`src/rtl/ssto_pkg.sv`:
```
// ----------------------------------------------------------------------------
// ssto_pkg
// Types and constants of the slow stochastic oscillator.
// ----------------------------------------------------------------------------
`default_nettype none

package ssto_pkg;

    localparam int PRICE_W    = 32;
    localparam int PCT_W      = 15;
    localparam int PROD_W     = 47;
    localparam int QUO_W      = 15;
    localparam int BARS_W     = 8;
    localparam int KWIN_W     = 7;
    localparam int DWIN_W     = 5;
    localparam int CFG_IDX_W  = 2;
    localparam int CFG_DATA_W = 7;

    localparam logic [PCT_W-1:0]     PCT_FULL     = 15'd25600;
    localparam logic [PCT_W-1:0]     PCT_HALF     = 15'd12800;
    localparam logic [KWIN_W-1:0]    K_WINDOW_RST = 7'd14;
    localparam logic [DWIN_W-1:0]    D_WINDOW_RST = 5'd3;
    localparam logic [CFG_IDX_W-1:0] CFG_K_WINDOW = 2'd0;
    localparam logic [CFG_IDX_W-1:0] CFG_D_WINDOW = 2'd1;

    typedef struct packed {
        logic [PRICE_W-1:0] high_price;
        logic [PRICE_W-1:0] low_price;
        logic [PRICE_W-1:0] close_price;
    } bar_t;

    typedef struct packed {
        logic [PCT_W-1:0] slow_k;
        logic             slow_k_valid;
        logic [PCT_W-1:0] slow_d;
        logic             slow_d_valid;
    } result_t;

    typedef struct packed {
        logic               start;
        logic [PROD_W-1:0]  dividend;
        logic [PRICE_W-1:0] divisor;
    } div_req_t;

    typedef struct packed {
        logic             done;
        logic [QUO_W-1:0] quotient;
    } div_rsp_t;

    typedef enum logic [3:0] {
        ST_IDLE,
        ST_HL_SCAN,
        ST_HL_DRAIN,
        ST_RAW_CALC,
        ST_RAW_DIV_GO,
        ST_RAW_DIV_WAIT,
        ST_SM_START,
        ST_SM_SCAN,
        ST_SM_DRAIN,
        ST_K_DIV_GO,
        ST_K_DIV_WAIT,
        ST_D_DIV_GO,
        ST_D_DIV_WAIT,
        ST_FINISH
    } state_t;

endpackage

`default_nettype wire

```
`src/rtl/ssto_ram.sv`:
```
// ----------------------------------------------------------------------------
// ssto_ram
// Simple dual-port memory, one write and one registered read per cycle.
// ----------------------------------------------------------------------------
`default_nettype none

module ssto_ram #(
    parameter int WIDTH  = 64,
    parameter int DEPTH  = 64,
    parameter int ADDR_W = 6
) (
    input  wire logic              clk,
    input  wire logic              we,
    input  wire logic [ADDR_W-1:0] waddr,
    input  wire logic [WIDTH-1:0]  wdata,
    input  wire logic [ADDR_W-1:0] raddr,
    output logic      [WIDTH-1:0]  rdata
);

    logic [WIDTH-1:0] mem [DEPTH];

    always_ff @(posedge clk)
    begin
        if (we)
        begin
            mem[waddr] <= wdata;
        end
    end

    always_ff @(posedge clk)
    begin
        rdata <= mem[raddr];
    end

endmodule

`default_nettype wire

```
`src/rtl/ssto_divider.sv`:
```
// ----------------------------------------------------------------------------
// ssto_divider
// Restoring divider, one quotient bit per cycle, quotient known to fit.
// ----------------------------------------------------------------------------
`default_nettype none

module ssto_divider (
    input  wire logic              clk,
    input  wire logic              rst_n,
    input  wire ssto_pkg::div_req_t req,
    output ssto_pkg::div_rsp_t     rsp
);
    import ssto_pkg::*;

    localparam int CNT_W = $clog2(QUO_W);

    logic              busy_reg;
    logic              done_reg;
    logic [CNT_W-1:0]  cnt_reg;
    logic [PROD_W-1:0] rem_reg;
    logic [PROD_W-1:0] dsr_reg;
    logic [QUO_W-1:0]  quo_reg;
    logic              fits;

    assign fits = (rem_reg >= dsr_reg);

    always_ff @(posedge clk or negedge rst_n)
    begin
        if (!rst_n)
        begin
            busy_reg <= 1'b0;
            done_reg <= 1'b0;
        end
        else
        begin
            done_reg <= 1'b0;
            if (req.start)
            begin
                busy_reg <= 1'b1;
            end
            else if (busy_reg && cnt_reg == '0)
            begin
                busy_reg <= 1'b0;
                done_reg <= 1'b1;
            end
        end
    end

    always_ff @(posedge clk)
    begin
        if (req.start)
        begin
            rem_reg <= req.dividend;
            dsr_reg <= PROD_W'(req.divisor) << (QUO_W - 1);
            cnt_reg <= CNT_W'(QUO_W - 1);
            quo_reg <= '0;
        end
        else if (busy_reg)
        begin
            if (fits)
            begin
                rem_reg <= rem_reg - dsr_reg;
            end
            quo_reg <= {quo_reg[QUO_W-2:0], fits};
            dsr_reg <= dsr_reg >> 1;
            cnt_reg <= cnt_reg - CNT_W'(1);
        end
    end

    assign rsp.done     = done_reg;
    assign rsp.quotient = quo_reg;

endmodule

`default_nettype wire

```
`src/rtl/slow_stochastic_oscillator.sv`:
```
// ----------------------------------------------------------------------------
// slow_stochastic_oscillator
// Slow %K and %D over a stream of price bars.
// ----------------------------------------------------------------------------
// One result per bar. While a bar is in work, the high/low window is walked one
// entry a cycle through the read port of the price memory, the smoothing window
// one entry a cycle through the percent memory, and the shared 15-step divider
// runs up to three times (raw %K, slow %K, %D). A new bar is taken as soon as
// the previous result sits in the output register. Configuration writes clear
// the bar count and restart the warm-up; memory contents are kept.
`default_nettype none

module slow_stochastic_oscillator #(
    parameter int MAX_K_WINDOW = 64,
    parameter int MAX_D_WINDOW = 16
) (
    input  wire logic                          clk,
    input  wire logic                          rst_n,
    input  wire logic                          bar_valid,
    output logic                               bar_ready,
    input  wire ssto_pkg::bar_t                bar,
    output logic                               result_valid,
    input  wire logic                          result_ready,
    output ssto_pkg::result_t                  result,
    input  wire logic                          cfg_write,
    input  wire logic [ssto_pkg::CFG_IDX_W-1:0] cfg_index,
    input  wire logic [ssto_pkg::CFG_DATA_W-1:0] cfg_data
);
    import ssto_pkg::*;

    localparam int KA_W  = $clog2(MAX_K_WINDOW);
    localparam int DA_W  = (MAX_D_WINDOW > 1) ? $clog2(MAX_D_WINDOW) : 1;
    localparam int KJ_W  = $clog2(MAX_K_WINDOW + 1);
    localparam int DJ_W  = $clog2(MAX_D_WINDOW + 1);
    localparam int SUM_W = PCT_W + DJ_W;

    state_t state_reg, state_next;

    logic [KWIN_W-1:0]  k_window_reg;
    logic [DWIN_W-1:0]  d_window_reg;
    logic [BARS_W-1:0]  bars_reg, bars_next;
    logic [KA_W-1:0]    wptr_reg;
    logic [DA_W-1:0]    sptr_reg;
    logic               k_ok_reg, d_ok_reg;
    logic [PRICE_W-1:0] highest_reg, lowest_reg, close_reg, range_reg;
    logic [PROD_W-1:0]  prod_reg;
    logic [PCT_W-1:0]   raw_reg, sk_reg, sd_reg;
    logic [SUM_W-1:0]   sum_raw_reg, sum_slow_reg;
    logic [KJ_W-1:0]    hl_j_reg;
    logic [DJ_W-1:0]    sm_j_reg;
    logic               hl_pend_reg, sm_pend_reg;
    logic               result_valid_reg;
    result_t            result_reg;

    logic [31:0]        kw_full, dw_full;
    logic [KJ_W-1:0]    kw;
    logic [DJ_W-1:0]    dw;
    logic               bar_accept, out_free;
    logic [31:0]        hl_addr_sum, hl_addr_wrap, sm_addr_sum, sm_addr_wrap;
    logic [KA_W-1:0]    hl_raddr;
    logic [DA_W-1:0]    sm_raddr;
    logic [2*PRICE_W-1:0] hl_rdata;
    logic [2*PCT_W-1:0] sm_rdata;
    logic               pm_we, hl_scan, sm_scan;
    logic [SUM_W-1:0]   slow_total;
    div_req_t           div_req;
    div_rsp_t           div_rsp;

    // effective window lengths
    always_comb
    begin
        if (k_window_reg == '0)
            kw_full = 32'd1;
        else if ({25'd0, k_window_reg} > 32'(MAX_K_WINDOW))
            kw_full = 32'(MAX_K_WINDOW);
        else
            kw_full = {25'd0, k_window_reg};
        if (d_window_reg == '0)
            dw_full = 32'd1;
        else if ({27'd0, d_window_reg} > 32'(MAX_D_WINDOW))
            dw_full = 32'(MAX_D_WINDOW);
        else
            dw_full = {27'd0, d_window_reg};
    end

    assign kw         = kw_full[KJ_W-1:0];
    assign dw         = dw_full[DJ_W-1:0];
    assign bar_accept = bar_valid && bar_ready;
    assign out_free   = !result_valid_reg || result_ready;
    assign bars_next  = (bars_reg == '1) ? bars_reg : bars_reg + BARS_W'(1);
    assign slow_total = sum_slow_reg + SUM_W'(sk_reg);

    // ring addresses walking back from the newest entry
    assign hl_addr_sum  = 32'(wptr_reg) + 32'(MAX_K_WINDOW) - 32'(hl_j_reg);
    assign hl_addr_wrap = (hl_addr_sum >= 32'(MAX_K_WINDOW))
                        ? hl_addr_sum - 32'(MAX_K_WINDOW) : hl_addr_sum;
    assign hl_raddr     = hl_addr_wrap[KA_W-1:0];
    assign sm_addr_sum  = 32'(sptr_reg) + 32'(MAX_D_WINDOW) - 32'(sm_j_reg);
    assign sm_addr_wrap = (sm_addr_sum >= 32'(MAX_D_WINDOW))
                        ? sm_addr_sum - 32'(MAX_D_WINDOW) : sm_addr_sum;
    assign sm_raddr     = sm_addr_wrap[DA_W-1:0];

    // next state
    always_comb
    begin
        state_next = state_reg;
        case (state_reg)
            ST_IDLE:
            begin
                if (bar_accept)
                begin
                    if ({24'd0, bars_next} < kw_full)
                        state_next = ST_SM_START;
                    else if (kw > KJ_W'(1))
                        state_next = ST_HL_SCAN;
                    else
                        state_next = ST_RAW_CALC;
                end
            end
            ST_HL_SCAN:
            begin
                if (hl_j_reg == kw - KJ_W'(1))
                    state_next = ST_HL_DRAIN;
            end
            ST_HL_DRAIN:     state_next = ST_RAW_CALC;
            ST_RAW_CALC:
            begin
                if (highest_reg == lowest_reg || close_reg <= lowest_reg
                    || close_reg >= highest_reg)
                    state_next = ST_SM_START;
                else
                    state_next = ST_RAW_DIV_GO;
            end
            ST_RAW_DIV_GO:   state_next = ST_RAW_DIV_WAIT;
            ST_RAW_DIV_WAIT:
            begin
                if (div_rsp.done)
                    state_next = ST_SM_START;
            end
            ST_SM_START:
            begin
                if (dw > DJ_W'(1))
                    state_next = ST_SM_SCAN;
                else
                    state_next = ST_K_DIV_GO;
            end
            ST_SM_SCAN:
            begin
                if (sm_j_reg == dw - DJ_W'(1))
                    state_next = ST_SM_DRAIN;
            end
            ST_SM_DRAIN:     state_next = ST_K_DIV_GO;
            ST_K_DIV_GO:     state_next = k_ok_reg ? ST_K_DIV_WAIT : ST_D_DIV_GO;
            ST_K_DIV_WAIT:
            begin
                if (div_rsp.done)
                    state_next = ST_D_DIV_GO;
            end
            ST_D_DIV_GO:     state_next = d_ok_reg ? ST_D_DIV_WAIT : ST_FINISH;
            ST_D_DIV_WAIT:
            begin
                if (div_rsp.done)
                    state_next = ST_FINISH;
            end
            ST_FINISH:
            begin
                if (out_free)
                    state_next = ST_IDLE;
            end
            default:         state_next = ST_IDLE;
        endcase
    end

    // control outputs
    always_comb
    begin
        bar_ready        = 1'b0;
        hl_scan          = 1'b0;
        sm_scan          = 1'b0;
        pm_we            = 1'b0;
        div_req.start    = 1'b0;
        div_req.dividend = prod_reg;
        div_req.divisor  = range_reg;
        case (state_reg)
            ST_IDLE:       bar_ready = 1'b1;
            ST_HL_SCAN:    hl_scan = 1'b1;
            ST_SM_SCAN:    sm_scan = 1'b1;
            ST_RAW_DIV_GO: div_req.start = 1'b1;
            ST_K_DIV_GO:
            begin
                div_req.start    = k_ok_reg;
                div_req.dividend = PROD_W'(sum_raw_reg);
                div_req.divisor  = dw_full;
            end
            ST_D_DIV_GO:
            begin
                div_req.start    = d_ok_reg;
                div_req.dividend = PROD_W'(slow_total);
                div_req.divisor  = dw_full;
            end
            ST_FINISH:     pm_we = out_free;
            default:       bar_ready = 1'b0;
        endcase
    end

    always_ff @(posedge clk or negedge rst_n)
    begin
        if (!rst_n)
        begin
            state_reg        <= ST_IDLE;
            k_window_reg     <= K_WINDOW_RST;
            d_window_reg     <= D_WINDOW_RST;
            bars_reg         <= '0;
            wptr_reg         <= '0;
            sptr_reg         <= '0;
            hl_pend_reg      <= 1'b0;
            sm_pend_reg      <= 1'b0;
            result_valid_reg <= 1'b0;
        end
        else
        begin
            state_reg   <= state_next;
            hl_pend_reg <= hl_scan;
            sm_pend_reg <= sm_scan;
            if (cfg_write && cfg_index == CFG_K_WINDOW)
            begin
                k_window_reg <= cfg_data[KWIN_W-1:0];
                bars_reg     <= '0;
            end
            else if (cfg_write && cfg_index == CFG_D_WINDOW)
            begin
                d_window_reg <= cfg_data[DWIN_W-1:0];
                bars_reg     <= '0;
            end
            else if (bar_accept)
            begin
                bars_reg <= bars_next;
            end
            if (pm_we)
            begin
                wptr_reg <= (wptr_reg == KA_W'(MAX_K_WINDOW - 1))
                          ? '0 : wptr_reg + KA_W'(1);
                sptr_reg <= (sptr_reg == DA_W'(MAX_D_WINDOW - 1))
                          ? '0 : sptr_reg + DA_W'(1);
                result_valid_reg <= 1'b1;
            end
            else if (result_ready)
            begin
                result_valid_reg <= 1'b0;
            end
        end
    end

    // datapath
    always_ff @(posedge clk)
    begin
        if (bar_accept)
        begin
            highest_reg <= bar.high_price;
            lowest_reg  <= bar.low_price;
            close_reg   <= bar.close_price;
            raw_reg     <= '0;
            k_ok_reg    <= ({24'd0, bars_next} >= kw_full + dw_full - 32'd1);
            d_ok_reg    <= ({24'd0, bars_next} >= kw_full + 2 * dw_full - 32'd2);
            hl_j_reg    <= KJ_W'(1);
        end
        if (hl_scan)
            hl_j_reg <= hl_j_reg + KJ_W'(1);
        if (hl_pend_reg)
        begin
            if (hl_rdata[2*PRICE_W-1:PRICE_W] > highest_reg)
                highest_reg <= hl_rdata[2*PRICE_W-1:PRICE_W];
            if (hl_rdata[PRICE_W-1:0] < lowest_reg)
                lowest_reg <= hl_rdata[PRICE_W-1:0];
        end
        if (state_reg == ST_RAW_CALC)
        begin
            if (highest_reg == lowest_reg)
                raw_reg <= PCT_HALF;
            else if (close_reg <= lowest_reg)
                raw_reg <= '0;
            else if (close_reg >= highest_reg)
                raw_reg <= PCT_FULL;
            prod_reg  <= PROD_W'(close_reg - lowest_reg) * PROD_W'(PCT_FULL);
            range_reg <= highest_reg - lowest_reg;
        end
        if (state_reg == ST_RAW_DIV_WAIT && div_rsp.done)
            raw_reg <= div_rsp.quotient;
        if (state_reg == ST_SM_START)
        begin
            sum_raw_reg  <= SUM_W'(raw_reg);
            sum_slow_reg <= '0;
            sk_reg       <= '0;
            sd_reg       <= '0;
            sm_j_reg     <= DJ_W'(1);
        end
        if (sm_scan)
            sm_j_reg <= sm_j_reg + DJ_W'(1);
        if (sm_pend_reg)
        begin
            sum_raw_reg  <= sum_raw_reg + SUM_W'(sm_rdata[2*PCT_W-1:PCT_W]);
            sum_slow_reg <= sum_slow_reg + SUM_W'(sm_rdata[PCT_W-1:0]);
        end
        if (state_reg == ST_K_DIV_WAIT && div_rsp.done)
            sk_reg <= div_rsp.quotient;
        if (state_reg == ST_D_DIV_WAIT && div_rsp.done)
            sd_reg <= div_rsp.quotient;
        if (pm_we)
        begin
            result_reg.slow_k       <= sk_reg;
            result_reg.slow_k_valid <= k_ok_reg;
            result_reg.slow_d       <= sd_reg;
            result_reg.slow_d_valid <= d_ok_reg;
        end
    end

    // high/low history, written as the bar is taken
    ssto_ram #(
        .WIDTH  (2 * PRICE_W),
        .DEPTH  (MAX_K_WINDOW),
        .ADDR_W (KA_W)
    ) u_price_ram (
        .clk   (clk),
        .we    (bar_accept),
        .waddr (wptr_reg),
        .wdata ({bar.high_price, bar.low_price}),
        .raddr (hl_raddr),
        .rdata (hl_rdata)
    );

    // raw and slow %K history, written when the bar is finished
    ssto_ram #(
        .WIDTH  (2 * PCT_W),
        .DEPTH  (MAX_D_WINDOW),
        .ADDR_W (DA_W)
    ) u_pct_ram (
        .clk   (clk),
        .we    (pm_we),
        .waddr (sptr_reg),
        .wdata ({raw_reg, sk_reg}),
        .raddr (sm_raddr),
        .rdata (sm_rdata)
    );

    ssto_divider u_divider (
        .clk   (clk),
        .rst_n (rst_n),
        .req   (div_req),
        .rsp   (div_rsp)
    );

    assign result_valid = result_valid_reg;
    assign result       = result_reg;

endmodule

`default_nettype wire

```
`config.mk`:
```
export PLATFORM = sky130hd
export DESIGN_NAME = slow_stochastic_oscillator
export DESIGN_NICKNAME = d
export VERILOG_FILES = /design/src/rtl/ssto_pkg.sv /design/src/rtl/ssto_ram.sv /design/src/rtl/ssto_divider.sv /design/src/rtl/slow_stochastic_oscillator.sv
export SDC_FILE = /design/constraint.sdc
export NUM_CORES = 2
export LEC_CHECK = 0
export BUFFER_PORTS_ARGS = -buffer_cell sky130_fd_sc_hd__buf_2
export CAP_MARGIN = 20
export CORE_MARGIN = 5
export CORE_UTILIZATION = 40
export CTS_CLUSTER_SIZE = 24
export DETAILED_ROUTE_END_ITERATION = 8
export SLEW_MARGIN = 20
export SYNTH_ARGS = -nofsm -noshare
export SYNTH_HDL_FRONTEND = slang
export SYNTH_MEMORY_MAX_BITS = 65536
export SYNTH_SLANG_ARGS = --single-unit
```
`constraint.sdc`:
```
create_clock -name clk -period 19.35 [get_ports clk]
set_clock_uncertainty 0.1 [all_clocks]
set_input_delay 2.9025 -clock clk [delete_from_list [all_inputs] [get_ports clk]]
set_output_delay 2.9025 -clock clk [all_outputs]
set_load 0.005 [all_outputs]
```
==> impl_results.rst <==
.. list-table::
   :header-rows: 1

   * - Metric
     - Value
   * - Status
     - completed
   * - Detailed-route via count
     - 107.1k
   * - Area growth from synthesis to final layout
     - 13.62%
   * - TritonCTS clock tree
     - done
   * - Global Route Usage Sum
     - 21.41%
   * - Worst-skew pair later-pin latency
     - 1.09 ns
   * - GRT overflow
     - 0
   * - CTS root buffer
     - sky130_fd_sc_hd__clkbuf_16
   * - Horizontal extent of the die
     - 730.3 um
   * - Register Area
     - 0.1514 mm^2
   * - # setup viols final
     - 0
   * - Total power divided by cell area
     - 199.5 mW/mm^2
   * - Multi-input gate area
     - 0.05422 mm^2
   * - Vias in the first global route
     - 107.7k
   * - Vertical extent of the die
     - 730.3 um
   * - Count of warnings emitted by yosys
     - 0
   * - Share of post-route cells with drive strength above 1
     - 24.83%
   * - Top-level I/O count
     - 144
   * - Final Hold Fails
     - 0
   * - Switching power total
     - 18040 uW
   * - Max H-tree Level
     - 6
   * - Maximum number of pins on one net before global-route repair
     - 112
   * - Arr. time, crit path
     - 7.97 ns
   * - Syn nets
     - 10.80k
   * - Portion of the post-synthesis area used by sequential elements
     - 72.95%
   * - Critical path type
     - flop to flop
   * - TritonCTS sink count
     - 5117
   * - Depth of the worst register-to-register path
     - 13
   * - Row cnt
     - 264
   * - Layout Cell Area excl Fill
     - 0.2358 mm^2
   * - Detailed Place HPWL
     - 338700 um
   * - Total Wirelength
     - 580500 um
   * - Drt wl/cell
     - 32.06 um
   * - Leakage power
     - 0.07700 uW
   * - Pre-antenna DRT Iters
     - 8
   * - Unrepaired setup endpoints after global routing
     - no
   * - Area enclosed by the die boundary
     - 0.5334 mm^2
   * - Reg-to-reg setup timing slack
     - 12.13 ns
   * - Largest register FFs
     - 4096
   * - Kind of start point of the critical path
     - flop
   * - Number of inserted filler cells in the final layout
     - 42.91k
   * - Starting Density
     - 40.15%
   * - Switching portion of total power
     - 38.36%
   * - Cell area after placement
     - 0.2182 mm^2
   * - Worst voltage drop across the vdd grid
     - 0.3255 mV
   * - WHS
     - 0.3224 ns
   * - DRC errors left
     - 0
   * - Number of distinct library cells after synthesis
     - 85
   * - Number of nets in the layout
     - 11.31k
   * - Min-Delay Path Class
     - flop to flop
   * - Setup TNS
     - 0 ns
   * - Count of maximum capacitance violations
     - 0
   * - Initial detailed-routing violation count
     - 14.51k
   * - Hold-critical path endpoint
     - result[15]
   * - Clk buf depth
     - 4
   * - Overall power consumption
     - 47040 uW
   * - Initial antenna violation count
     - 69
   * - Power share of the sequential group
     - 29.5%
   * - Cell depth of the worst hold path
     - 0
   * - Largest fanout on the critical path
     - 50
   * - Total standard cell area after synthesis
     - 0.2075 mm^2
   * - Maximum achievable frequency
     - 0.1385 GHz
   * - Resized Gates After CTS
     - 0
   * - Wire length of the first global-routing pass
     - 816500 um
   * - Post-CTS Setup Inserts
     - 0
   * - Number of hold buffers added after cts
     - 0
   * - Routed vias/inst
     - 5.918
   * - Final worst path period share
     - 37.32%
   * - Relative contribution of the clock network to total power
     - 21.7%
   * - Number of nets with antenna violations after detailed routing
     - 0
   * - Synth Register Bits
     - 5117
   * - Worst min-delay path startpoint
     - sd_reg[14]
   * - Number of enable-type register cells in the synthesized netlist
     - 4872
   * - Core box area
     - 0.5169 mm^2
   * - Buffers on Ports
     - 143
   * - Avg Cell Area, Syn
     - 20.28 um^2
   * - Share of power burned in combinational logic
     - 48.8%
   * - Worst-case headroom to the max-slew limit
     - 18.98%
   * - Number of buffers created by CTS
     - 543
   * - Min cycle time layout
     - 7.222 ns
   * - Cell-internal power
     - 29000 uW
   * - Async SR Flop Fraction
     - 0.7622%
   * - Slew @ Worst Pin
     - 1.215 ns
   * - Register containing the most flip-flops in the final layout
     - u_price_ram.mem
   * - Endpoint of the worst-slack reg-to-reg timing path
     - u_price_ram.rdata[16]
   * - Slew Limit Fails
     - 0
   * - Clock slew at the register clock pins of the worst setup and hold paths
     - 0.06 ns
   * - Beginning of the worst register-to-register path
     - wptr_reg[0]
   * - Post-Syn Instances
     - 10.23k
   * - Top Registers
     - u_price_ram.mem: 4096 flops, u_pct_ram.mem: 480 flops, u_price_ram.rdata: 64 flops
   * - Nature of the critical path endpoint
     - flop
   * - Dominant register cell in the synthesized netlist
     - sky130_fd_sc_hd__edfxtp_1
   * - Gp weighted congestion
     - 0.8683
   * - Required time worst endpoint
     - 20.10 ns
cell usage in the layout (no fill, tap or decap), drive strengths merged, types with 14 or more instances in the layout:
| cell | n |
|---|---|
| edfxtp | 4872 |
| mux4 | 1400 |
| clkbuf | 719 |
| buf | 422 |
| ha | 414 |
| a21oi | 329 |
| nor2 | 291 |
| nand2 | 280 |
| inv | 248 |
| dfxtp | 206 |
| clkinv | 205 |
| o21ai | 187 |
| a21o | 148 |
| xnor2 | 126 |
| a211oi | 115 |
| nor2b | 113 |
| mux2i | 100 |
| and2 | 87 |
| xor2 | 85 |
| nand3 | 75 |
| nor3 | 73 |
| and3 | 57 |
| a31oi | 56 |
| mux2 | 56 |
| nand4 | 42 |
| fa | 42 |
| o21a | 36 |
| dfrtp | 34 |
| bufinv | 33 |
| nand2b | 31 |
| a22o | 29 |
| o21bai | 26 |
| o31ai | 21 |
| a221oi | 19 |
| or3 | 15 |
| o211ai | 14 |
layer usage:
metal  GRT usage, %  part of all wire (%)
met1          30.51                    41
met2          33.92                    47
met3          4.239                   9.3
met4          5.607                   2.7
met5              0                 0.020
logic make-up after synthesis:
group | Yosys count | share of synthesized area (%)
flops | 5117 | 72.95
fa+ha+maj | 456 | 2.901
xor+xnor | 211 | 0.8904
buf+inv | 688 | 1.255
compound gates | 1081 | 3.365
mux | 1556 | 15.98
simple gates | 1125 | 2.657
worst max-delay path by stage:
stage / depth (start not counted) / start / endpoint / slack (ns)
finish: 13 / wptr_reg[0] / u_price_ram.rdata[16] / 12.13
global route: 30 / close_reg[0] / prod_reg[46] / 11.61
CTS: 12 / hl_j_reg[0] / u_price_ram.rdata[16] / 12.13
detailed placement: 7 / bar_valid / u_price_ram.mem[36][51] / 12.00
global placement: 30 / close_reg[0] / prod_reg[46] / 11.89
floorplan: 5 / bar_valid / u_price_ram.mem[53][0] / 12.32
Yosys cell counts, types with 10 or more instances:
cell type | n | area, um^2
sky130_fd_sc_hd__nor3_1 | 73 | 365.4
sky130_fd_sc_hd__nand3b_1 | 10 | 75.07
sky130_fd_sc_hd__o31ai_1 | 21 | 157.7
sky130_fd_sc_hd__nand3_1 | 75 | 375.4
sky130_fd_sc_hd__dfxtp_1 | 206 | 4124
sky130_fd_sc_hd__xor2_1 | 85 | 744.5
sky130_fd_sc_hd__a21o_1 | 143 | 1074
sky130_fd_sc_hd__nand2b_1 | 31 | 193.9
sky130_fd_sc_hd__o21a_1 | 36 | 270.3
sky130_fd_sc_hd__and2_1 | 84 | 525.5
sky130_fd_sc_hd__xnor2_1 | 126 | 1104
sky130_fd_sc_hd__o21ai_0 | 174 | 870.8
sky130_fd_sc_hd__o211ai_1 | 14 | 105.1
sky130_fd_sc_hd__a211oi_1 | 115 | 863.3
sky130_fd_sc_hd__buf_1 | 101 | 379.1
sky130_fd_sc_hd__dfrtp_1 | 34 | 850.8
sky130_fd_sc_hd__nand4_1 | 42 | 262.8
sky130_fd_sc_hd__a22o_1 | 29 | 254.0
sky130_fd_sc_hd__ha_1 | 414 | 5180
sky130_fd_sc_hd__o21ai_1 | 12 | 60.06
sky130_fd_sc_hd__a21oi_1 | 329 | 1647
sky130_fd_sc_hd__edfxtp_1 | 4872 | 146300
sky130_fd_sc_hd__fa_1 | 42 | 840.8
sky130_fd_sc_hd__o21bai_1 | 26 | 195.2
sky130_fd_sc_hd__clkbuf_1 | 342 | 1284
sky130_fd_sc_hd__a32o_1 | 11 | 110.1
sky130_fd_sc_hd__mux4_2 | 1400 | 31530
sky130_fd_sc_hd__inv_1 | 228 | 855.8
sky130_fd_sc_hd__and3_1 | 55 | 344.1
sky130_fd_sc_hd__buf_2 | 12 | 60.06
sky130_fd_sc_hd__nor2b_1 | 113 | 706.9
sky130_fd_sc_hd__nand2_1 | 280 | 1051
sky130_fd_sc_hd__a31oi_1 | 56 | 350.3
sky130_fd_sc_hd__or3_1 | 15 | 93.84
sky130_fd_sc_hd__a221oi_1 | 16 | 140.1
sky130_fd_sc_hd__mux2i_1 | 100 | 1001
sky130_fd_sc_hd__nor2_1 | 291 | 1092
sky130_fd_sc_hd__mux2_2 | 56 | 630.6
sky130_fd_sc_hd__and4_1 | 11 | 96.34
stage by stage:
| step | util [%] | setup WS (ns) | std cells |
|---|---|---|---|
| 4_1_cts | 45.60 | 12.13 | 18094 |
| 5_1_grt | 45.61 | 11.61 | 18097 |
| 3_5_place_dp | 42.21 | 12.00 | 17114 |
| 2_1_floorplan | - | 12.32 | 10234 |
| 6_report | 45.62 | 12.13 | 18105 |
| 3_3_place_gp | 42.19 | 11.89 | 17108 |
final cells by class:
class | instances | share of cell area, %
Sequential cell | 5117 | 64.21
Multi-Input combinational cell | 4429 | 22.99
Clock buffer | 718 | 6.224
Tap cell | 6916 | 3.670
Timing Repair Buffer | 423 | 1.313
Clock inverter | 262 | 1.211
Inverter | 231 | 0.3698
Antenna cell | 9 | 0.009551
worst max-delay path, cell delays in order, from the launching register on:
cell	delay (ns)
sky130_fd_sc_hd__dfrtp_1	0.44
sky130_fd_sc_hd__inv_1	0.23
sky130_fd_sc_hd__ha_4	0.16
sky130_fd_sc_hd__inv_1	0.07
sky130_fd_sc_hd__fa_4	1.05
sky130_fd_sc_hd__buf_4	0.66
sky130_fd_sc_hd__buf_4	0.78
sky130_fd_sc_hd__buf_4	0.77
sky130_fd_sc_hd__buf_4	0.65
sky130_fd_sc_hd__buf_4	0.70
sky130_fd_sc_hd__mux4_2	0.43
sky130_fd_sc_hd__mux4_2	0.52
sky130_fd_sc_hd__mux2i_1	0.14
sky130_fd_sc_hd__a21oi_1	0.10
power by group through the flow:
stage	logic (uW)	registers, uW	clock network [uW]
after CTS	23100	13900	10400
final	23000	13900	10200
after global placement	22800	14100	0
after global routing	24800	13900	10900
after detailed placement	22900	14100	0
after floorplan	15800	13700	0
(Power assumes the default switching activity.)
